<file path="src/sv/siq_pkg.sv">
// Shared types, codes and defaults for the sorted insert request queue.
package siq_pkg;

   localparam int QueueDepthDefault = 16;
   localparam int KeyBitsDefault    = 31;
   localparam int TagBitsDefault    = 16;

   typedef enum logic [1:0] {
      FUNC_PUSH_TAIL   = 2'd0,
      FUNC_PUSH_SORTED = 2'd1,
      FUNC_POP         = 2'd2
   } func_type;

   typedef enum logic [1:0] {
      STATUS_OK    = 2'd0,
      STATUS_FULL  = 2'd1,
      STATUS_EMPTY = 2'd2
   } status_type;

   // Operation broadcast to every cell of the chain in the same cycle.
   typedef struct packed {
      logic push_en;
      logic sorted;
      logic pop_en;
   } ctrl_type;

endpackage

</file>
<file path="src/sv/siq_cell.sv">
// One storage cell of the queue chain: holds a single entry and trades with its neighbors.
module siq_cell
   import siq_pkg::*;
#(
   parameter int KEY_BITS = KeyBitsDefault,
   parameter int TAG_BITS = TagBitsDefault
) (
   input  logic                clock,
   input  logic                reset,
   input  ctrl_type            ctrl,
   input  logic [KEY_BITS-1:0] new_key,
   input  logic [TAG_BITS-1:0] new_tag,
   input  logic                left_valid,
   input  logic [KEY_BITS-1:0] left_key,
   input  logic [TAG_BITS-1:0] left_tag,
   input  logic                left_before,
   input  logic                right_valid,
   input  logic [KEY_BITS-1:0] right_key,
   input  logic [TAG_BITS-1:0] right_tag,
   output logic                valid,
   output logic [KEY_BITS-1:0] key,
   output logic [TAG_BITS-1:0] tag,
   output logic                insert_mark
);

   logic                valid_ff, valid_in;
   logic [KEY_BITS-1:0] key_ff, key_in;
   logic [TAG_BITS-1:0] tag_ff, tag_in;
   logic                hit;

   // The new entry belongs in front of this cell when its key is strictly smaller.
   assign hit         = valid_ff && ctrl.sorted && (new_key < key_ff);
   assign insert_mark = hit || left_before;

   always_comb begin
      valid_in = valid_ff;
      key_in   = key_ff;
      tag_in   = tag_ff;
      if (ctrl.push_en) begin
         if (left_before) begin
            // Insertion point lies to the left: shift one place toward the tail.
            valid_in = left_valid;
            key_in   = left_key;
            tag_in   = left_tag;
         end else if (hit || (!valid_ff && left_valid)) begin
            valid_in = 1'b1;
            key_in   = new_key;
            tag_in   = new_tag;
         end
      end else if (ctrl.pop_en) begin
         valid_in = right_valid;
         key_in   = right_key;
         tag_in   = right_tag;
      end
   end

   always_ff @(posedge clock) begin
      if (reset) begin
         valid_ff <= 1'b0;
      end else begin
         valid_ff <= valid_in;
      end
   end

   always_ff @(posedge clock) begin
      key_ff <= key_in;
      tag_ff <= tag_in;
   end

   assign valid = valid_ff;
   assign key   = key_ff;
   assign tag   = tag_ff;

endmodule

</file>
<file path="src/sv/sorted_insert_request_queue.sv">
// Top level of the sorted insert request queue: a chain of entry cells and the response register.
// Latency: the response beat appears in the cycle after start is taken, as a one-cycle strobe.
// Throughput: one request per cycle; every cell compares and shifts in the same cycle.
// busy is never raised, and the receiver cannot stall the response channel.
// Reset clears every cell's valid bit at once; stored keys and tags are not cleared.
// The queue is usable in the first cycle after reset is released.
module sorted_insert_request_queue
   import siq_pkg::*;
#(
   parameter int QUEUE_DEPTH = QueueDepthDefault,
   parameter int KEY_BITS    = KeyBitsDefault,
   parameter int TAG_BITS    = TagBitsDefault
) (
   input  logic                clock,
   input  logic                reset,
   input  logic                start,
   output logic                busy,
   input  logic [1:0]          req_func,
   input  logic [TAG_BITS-1:0] req_item_tag,
   input  logic [KEY_BITS-1:0] req_item_key,
   output logic                rsp_valid,
   output logic [1:0]          rsp_status,
   output logic                rsp_head_valid,
   output logic [TAG_BITS-1:0] rsp_head_tag,
   output logic [KEY_BITS-1:0] rsp_head_key,
   output logic [TAG_BITS-1:0] rsp_popped_tag
);

   // Per-cell views of the chain. Index 0 is the head of the queue; valid
   // entries always form an unbroken run starting at the head.
   logic                cell_valid  [QUEUE_DEPTH];
   logic [KEY_BITS-1:0] cell_key    [QUEUE_DEPTH];
   logic [TAG_BITS-1:0] cell_tag    [QUEUE_DEPTH];
   logic                cell_before [QUEUE_DEPTH];

   logic       accept;
   logic       queue_full;
   logic       queue_empty;
   ctrl_type   ctrl;
   status_type status_in;

   logic                rsp_valid_ff;
   status_type          status_ff;
   logic [TAG_BITS-1:0] popped_ff, popped_in;

   // Every request is finished in the cycle it is taken, so the block never holds start off.
   assign busy   = 1'b0;
   assign accept = start && !busy;

   // The tail cell is occupied exactly when the queue is full, and the head
   // cell is empty exactly when the queue is empty.
   assign queue_full  = cell_valid[QUEUE_DEPTH-1];
   assign queue_empty = !cell_valid[0];

   // Decode the request into the broadcast that every cell sees. A push into a
   // full queue and a pop from an empty one leave the cells alone; the unused
   // operation code does nothing and reports ok.
   always_comb begin
      ctrl      = '0;
      status_in = STATUS_OK;
      popped_in = '0;
      case (func_type'(req_func))
         FUNC_PUSH_TAIL: begin
            if (queue_full) begin
               status_in = STATUS_FULL;
            end else begin
               ctrl.push_en = accept;
            end
         end
         FUNC_PUSH_SORTED: begin
            ctrl.sorted = 1'b1;
            if (queue_full) begin
               status_in = STATUS_FULL;
            end else begin
               ctrl.push_en = accept;
            end
         end
         FUNC_POP: begin
            if (queue_empty) begin
               status_in = STATUS_EMPTY;
            end else begin
               ctrl.pop_en = accept;
               popped_in   = cell_tag[0];
            end
         end
         default: begin
            status_in = STATUS_OK;
         end
      endcase
   end

   // The chain. Each cell sees its left neighbor (for a shift toward the tail
   // on a push) and its right neighbor (for a shift toward the head on a pop).
   // The insertion mark ripples from head to tail so that a sorted push lands in
   // front of the first stored entry with a strictly greater key, even when
   // earlier plain pushes left the keys out of order.
   for (genvar i = 0; i < QUEUE_DEPTH; i++) begin : g_cell
      logic                left_valid;
      logic [KEY_BITS-1:0] left_key;
      logic [TAG_BITS-1:0] left_tag;
      logic                left_before;
      logic                right_valid;
      logic [KEY_BITS-1:0] right_key;
      logic [TAG_BITS-1:0] right_tag;

      if (i == 0) begin : g_head
         // The head may always take the new entry when it is empty.
         assign left_valid  = 1'b1;
         assign left_key    = '0;
         assign left_tag    = '0;
         assign left_before = 1'b0;
      end else begin : g_inner_left
         assign left_valid  = cell_valid[i-1];
         assign left_key    = cell_key[i-1];
         assign left_tag    = cell_tag[i-1];
         assign left_before = cell_before[i-1];
      end

      if (i == QUEUE_DEPTH - 1) begin : g_tail
         assign right_valid = 1'b0;
         assign right_key   = '0;
         assign right_tag   = '0;
      end else begin : g_inner_right
         assign right_valid = cell_valid[i+1];
         assign right_key   = cell_key[i+1];
         assign right_tag   = cell_tag[i+1];
      end

      siq_cell #(
         .KEY_BITS (KEY_BITS),
         .TAG_BITS (TAG_BITS)
      ) u_cell (
         .clock       (clock),
         .reset       (reset),
         .ctrl        (ctrl),
         .new_key     (req_item_key),
         .new_tag     (req_item_tag),
         .left_valid  (left_valid),
         .left_key    (left_key),
         .left_tag    (left_tag),
         .left_before (left_before),
         .right_valid (right_valid),
         .right_key   (right_key),
         .right_tag   (right_tag),
         .valid       (cell_valid[i]),
         .key         (cell_key[i]),
         .tag         (cell_tag[i]),
         .insert_mark (cell_before[i])
      );
   end

   // Response register. Status and popped tag are captured with the request;
   // the head fields come straight from the head cell, which already holds the
   // state after the operation during the strobe cycle.
   always_ff @(posedge clock) begin
      if (reset) begin
         rsp_valid_ff <= 1'b0;
      end else begin
         rsp_valid_ff <= accept;
      end
   end

   always_ff @(posedge clock) begin
      if (accept) begin
         status_ff <= status_in;
         popped_ff <= popped_in;
      end
   end

   assign rsp_valid      = rsp_valid_ff;
   assign rsp_status     = status_ff;
   assign rsp_popped_tag = popped_ff;
   assign rsp_head_valid = cell_valid[0];
   assign rsp_head_tag   = cell_valid[0] ? cell_tag[0] : '0;
   assign rsp_head_key   = cell_valid[0] ? cell_key[0] : '0;

endmodule

</file>
<file path="config.mk">
export PLATFORM = sky130hd
export DESIGN_NAME = sorted_insert_request_queue
export DESIGN_NICKNAME = d
export VERILOG_FILES = /design/src/sv/siq_pkg.sv /design/src/sv/siq_cell.sv /design/src/sv/sorted_insert_request_queue.sv
export SDC_FILE = /design/constraint.sdc
export NUM_CORES = 2
export LEC_CHECK = 0
export ABC_AREA = 1
export CORE_MARGIN = 10
export CORE_UTILIZATION = 55
export DETAILED_ROUTE_END_ITERATION = 8
export DONT_BUFFER_PORTS = 1
export PLACE_DENSITY = 0.7
export SLEW_MARGIN = 40
export SYNTH_ARGS = -nofsm -noshare
export SYNTH_HDL_FRONTEND = slang
export SYNTH_SLANG_ARGS = --single-unit
export TNS_END_PERCENT = 50
</file>
<file path="constraint.sdc">
create_clock -name clock -period 8.2 [get_ports clock]
set_clock_uncertainty 0.05 [all_clocks]
set_input_delay 0.82 -clock clock [delete_from_list [all_inputs] [get_ports clock]]
set_output_delay 0.82 -clock clock [all_outputs]
set_load 0.005 [all_outputs]
</file>
# Yosys cells after proc, flatten, opt, wreduce, memory -nomap -nowiden
# Cells that the tools add are included.
totals:
  reg_bits: 787
  inputBits: 52
  output_inout_bits: 68
  wordCells: 396
classes:
  order_cmp: 16
  eq_ne: 18
  n_mux: 199
  reduce_logical: 112
op_table:
  columns: ["op", "count"]
  rows:
  - ["31-bit two-way mux", 64]
  - ["16-bit two-way mux", 64]
  - ["31-bit less-than comparator", 16]
  - ["1-bit two-way mux", 69]
  - ["1-bit logical AND", 47]
  - ["3-bit by 1-bit inequality test with 1-bit output, second input constant", 15]
  - ["2-bit AND reduction", 16]
  - ["1-bit logical OR", 30]
  - ["1-bit zero test", 16]
  - ["2-bit case mux with 2 select lines", 1]
  - ["2-bit by 1-bit == test with 1-bit output, second input constant", 1]
  - ["2-bit == test, second input constant", 1]
  - ["2-bit zero test", 1]
  - ["2-bit two-way mux", 1]
  - ["2-bit by 1-bit inequality test with 1-bit output, second input constant", 1]
  - ["2-bit nonzero test", 1]
  - ["2-bit OR reduction", 1]

# Depth between registers and ports, before layout
logic_depth:
  ltp_word: 20
  mapped_depth: 27
  depth_no_buf: 26

# Hierarchy
# Synthesis repeated with hierarchy kept, for this count alone.
hier_totals:
  cells_unflattened: 6823
  hier_area_um2: 53603.9
by_module_without_submodules:
  columns: ["module", "instances", "cells_per_inst", "area_per_inst_um2", "seq_area_each_um2"]
  rows:
  - ["siq_cell at g_cell[0].u_cell ...", 15, 417, 3281.9, 1431.4]
  - ["siq_cell at g_cell[9].u_cell", 1, 418, 3298.2, 1431.4]
  - ["sorted_insert_request_queue", 1, 150, 1077.3, 560.5]

# Worst setup path after synthesis
# OpenSTA, ideal clock, no wires.
synth_path:
  kind: "input port to flip-flop"
  start: "input port req_item_key[22]"
  end: "register g_cell[13].u_cell.key_ff[0] (enable)"
  setup_time_ns: 0.480
  arrival_time_ns: 4.724
  required_ns: 7.670
  slack_ns: 2.946
  cell_stages: 15
  n_path_buf: 0
  cell_sequence: "ha_1 > a21o_1 > nor2_1 > nand2_1 > a21oi_1 > nand3_1 > nand3_4 > nor2_4 > nand4_4 > nor2_4 > nand4_2 > nor2_4 > nand2_1 > nor2_1 > a31oi_1"
synth_via:
  elab_chain_len: 16
  word_cells_on_any_way: 43
  cone_classes: "order compare (14); eq/ne (1); reduce/logical (28)"
synth_lines:
  columns: ["item", "line", "rtl"]
  rows:
  - ["start, declared", "sorted_insert_request_queue.sv:20", "input logic [KEY_BITS-1:0] req_item_key,"]
  - ["31-bit less-than comparator", "siq_cell.sv:32", "assign hit = valid_ff && ctrl.sorted && (new_key < key_ff);"]
  - ["1-bit logical AND", "siq_cell.sv:32", null]
  - ["1-bit logical OR (12 in a row)", "siq_cell.sv:33", "assign insert_mark = hit || left_before;"]
  - ["3-bit by 1-bit inequality test with 1-bit output (no line) (*)", null, null]
  - ["2-bit AND reduction (no line) (*)", null, null]
  - ["end signal, assigned", "siq_cell.sv:66", "key_ff <= key_in;"]
  - ["end, declared", "siq_cell.sv:27", "logic [KEY_BITS-1:0] key_ff, key_in;"]
# Mark *: on every way between the ends. The rest lies on a longest branch, timed or not.
# A chain may end at the register's enable or synchronous reset.

# Worst setup path in the final report
layout_path:
  start: "register g_cell[2].u_cell.key_ff[4]"
  end: "register g_cell[14].u_cell.key_ff[9], data pin"
layout_via:
  elab_chain_len: 16
layout_lines:
  columns: ["item", "line", "rtl"]
  rows:
  - ["start, declared", "siq_cell.sv:27", null]
  - ["start signal, assigned", "siq_cell.sv:66", null]
  - ["31-bit less-than comparator", "siq_cell.sv:32", null]
  - ["1-bit logical AND", "siq_cell.sv:32", null]
  - ["1-bit logical OR (12 in a row)", "siq_cell.sv:33", null]
  - ["31-bit two-way mux", "siq_cell.sv:40", "if (left_before) begin"]
  - ["31-bit two-way mux", "siq_cell.sv:39", "if (ctrl.push_en) begin"]
  - ["via g_cell[14].u_cell.key_in[9]", "siq_cell.sv:27", null]
  - ["end signal, assigned", "siq_cell.sv:66", null]
  - ["end, declared", "siq_cell.sv:27", null]
# The timed path passes the listed nets, and every way through them passes these cells.

==> impl_results.md <==
* Post-CTS Resized at 0
* Clock power share at 0.352
* Cts hold-fix bufs at 0
* Clock Sinks at between 700 and 800
* WS Path Type: reg -> reg
* RSZ-0062 raised after global routing: false
* Mapped Area at 49,500 um^2
* Vias in the first global route at ~39k
* Synth Warn # at 0
* CTS Buffer Depth at 3
* Reg2reg setup slack at 1.02 ns
* Crit path top cell by count: nand2_1
* Worst slew pin tran at 0.906 ns
* Chip height at between 300 and 400 um
* H-tree Lvls at 3
* GP Congestion at 0.989
* Status: completed
* DIE AREA at between 100,000 and 150,000 um^2
* DRC at 0
* DP Worst Slack at 0.769 ns
* Setup Fix Bufs, Post-CTS at 0
* R2r startpoint: g_cell[2].u_cell.key[4]
* Pre-antenna DRT Iters at 8
* Total CTS buffers at 90
* Final net count at 5,617
* Sequential fraction of the synthesis area at 0.474
* Via count at 41.0k
* Switch Pwr at 3.47 mW
* Overall routing resource usage at 0.287
* Yosys cell types at 48
* Data arrival time of the worst path at roughly 7.5 ns
* Vias per cell at around 6.5
* Core Box Area at 88,800 um^2
* ANT cells at 0
* Number of synthesized flops with an enable pin at 770
* Layout cells sized above 1 at 0.0448
* Sum Neg Setup Slack at 0 ns
* Max incr delay on CP at 0.62 ns
* Area Overhead vs Synth at 7.32%
* GRT overflow at 0
* CP required at 8.53 ns
* Initial Util at 0.557
* Synthesized Nets at 5,838
* Clk slew on worst S/H paths at about 0.060 ns
* DP HPWL at 104,000 um
* # setup viols final at 0
* Crit end category: register
* Final WL at roughly 150,000 um
* Pleak at 21.4 nW
* FMAX at 0.139 GHz
* Setup ws final at 1.02 ns
* Max cap viols at 0
* FP Rows at 109
* Max_slew headroom at 0.390
* Crit start category: register
* IO Pins at 120
* Post-DRT Antenna Nets at 0
* Hold WS at 0.176 ns
* Post-synth ARST share at 0
* Final hold violations at 0
* Combinational fraction of design power at 0.194
* Root Buffer: clkbuf_16
* DRT iter0 DRCs at between 4k and 5k
* PwrDens at between 200 and 250 nW/um^2
* Seq cells post-synth at 787
* Slowest CP cell: nand4_4
* Initial antenna violation count at 4
* Max IR drop VDD at roughly 180 uV
* CP cell instances: inv_1 > ha_1 > nand2_1 > nor2_1 > nand2_1 > nand2_1 > nand2_1 > nand2_1 > nand2_1 > nand3_1 > nand3_4 > nor2_4 > nand4_4 > nor2_4 > nand3_4 > inv_2 > nand3_4 > nor2_2 > nand2_4 > buf_4 > nand3_1 > o221ai_1
* Final Max Slew Viols at 0
* Crit path from: g_cell[2].u_cell.key[4]
* R2R Path End: g_cell[14].u_cell.key[9]
* Fin util at 0.598
* Cells on worst reg2reg path at 22
* Min cycle time layout at just over 7 ns
* Crit path capture: g_cell[14].u_cell.key[9]
* Synthesized area per cell at 9.33 um^2
* Internal power at 7.65 mW
* Net Sw Frac at 0.312
* Tot Pwr at 11.1 mW
* Hold WC Path Type: in -> reg
* Global-route wire length before repair at 232,000 um
* Seq pwr share at 0.455
* Largest net degree at the start of global routing at 180
* Routed WL per cell at around 24 um
* Most used DFF post-synth: edfxtp_1
* Syn Inst Count at 5,306
* Clk_lat worst skew at between 0.6 and 0.7 ns
* Worst min-delay path startpoint: reset
* I/O Buffers at 0
* Die Width at roughly 320 um
* Period utilization at 0.876
* CTS tree: built
* Worst Path Max Fanout at 54
[layout by cell type, fill, tap and decap left out, types with 8 or more instances in the layout]
cell type	synthesis	routed
nand3_1	652	651
nand2_1	678	672
nor4_1	11	11
o21ai_0	274	273
o21ai_1	14	15
nand4_1	42	42
a21oi_1	362	358
nor3_1	18	18
o211ai_1	219	219
clkinv_1	2	21
buf_4	3	37
a31oi_1	12	9
edfxtp_1	770	770
o31ai_1	8	8
clkbuf_16	0	91
nor2_1	173	170
clkbuf_1	303	23
ha_1	480	480
dfxtp_1	17	16
a211oi_1	11	11
o221ai_1	382	380
clkinv_2	0	21
inv_2	9	14
inv_1	758	748
[critical path: cells and delay by family, from the launching register on]
family,cells,cell delay [ns]
and+or+nand+nor,17,5.01
DFF,1,0.40
AOI/OAI and AO/OA,1,0.13
adders and majority gates,1,0.30
buffers and inverters,3,0.88
[routing by layer]
metal  share of wire  track usage  routed length (um)
met5         0.00032            0                  49
met4           0.050        0.134                7610
met3           0.080       0.0414               12200
met2            0.46        0.464               70600
met1            0.41        0.378               62100
[registers in the layout, indices dropped and copies added, names as in the netlist]
name                 flops
rsp_status               2
g_cell.u_cell.valid     16
g_cell.u_cell.tag      256
rsp_popped_tag          16
g_cell.u_cell.key      496
rsp_valid                1
[synth_stat cells (all sizes together) (11+ instances only)]
master,number,share of area
edfxtp,770,0.47
inv,767,0.058
nand2,680,0.052
nand3,654,0.066
ha,480,0.12
o221ai,382,0.068
a21oi,362,0.037
clkbuf,303,0.023
o21ai,288,0.029
o211ai,219,0.033
nor2,177,0.014
buf,67,0.0057
nand4,45,0.0062
nor3,18,0.0018
dfxtp,17,0.0069
a31oi,12,0.0015
a211oi,11,0.0017
nor4,11,0.0014
[logic make-up (layout without fill, tap and decap cells)]
group,count (synthesis),in the layout,share of synthesized area
adders and majority gates,480,480,0.121
other,1,1,0.0000758
DFF,787,787,0.474
buffers and inverters,1139,991,0.0870
AOI/OAI and AO/OA,1307,1307,0.175
and+or+nand+nor,1592,1592,0.142
[worst min path at each step]
stage / endpoint / slack [ns] / depth (start not counted)
after floorplan: g_cell[2].u_cell.valid / 0.42 / 2
after global placement: g_cell[15].u_cell.valid / 0.43 / 2
after detailed placement: g_cell[12].u_cell.valid / 0.43 / 2
after CTS: g_cell[12].u_cell.valid / 0.15 / 1
after global routing: g_cell[15].u_cell.valid / 0.17 / 1
final: g_cell[12].u_cell.valid / 0.18 / 1
[layout make-up]
type	count	area, um^2
Inverter	769	2900
Clock inverter	51	409
Clock buffer	114	2360
Fill cell	7631	35700
Timing Repair Buffer	57	596
Sequential cell	787	23500
Tap cell	1165	1460
Multi-Input combinational cell	3380	21900
[metrics by stage]
step | std cells | area (um^2)
after CTS | 6323 | 53100
after global routing | 6323 | 53100
after floorplan | 5306 | 49500
after detailed placement | 6158 | 50300
final | 6323 | 53100
after global placement | 6149 | 50100
[power by group through the flow]
stage / Combinational, mW / Clock, mW / Sequential, mW
2_1_floorplan: 1.46 / 0 / 5.08
3_3_place_gp: 2.02 / 0 / 5.13
3_5_place_dp: 2.11 / 0 / 5.13
4_1_cts: 2.12 / 3.94 / 5.05
5_1_grt: 2.38 / 4.08 / 5.08
6_report: 2.15 / 3.91 / 5.05
Power figures use the tool's default switching activity.
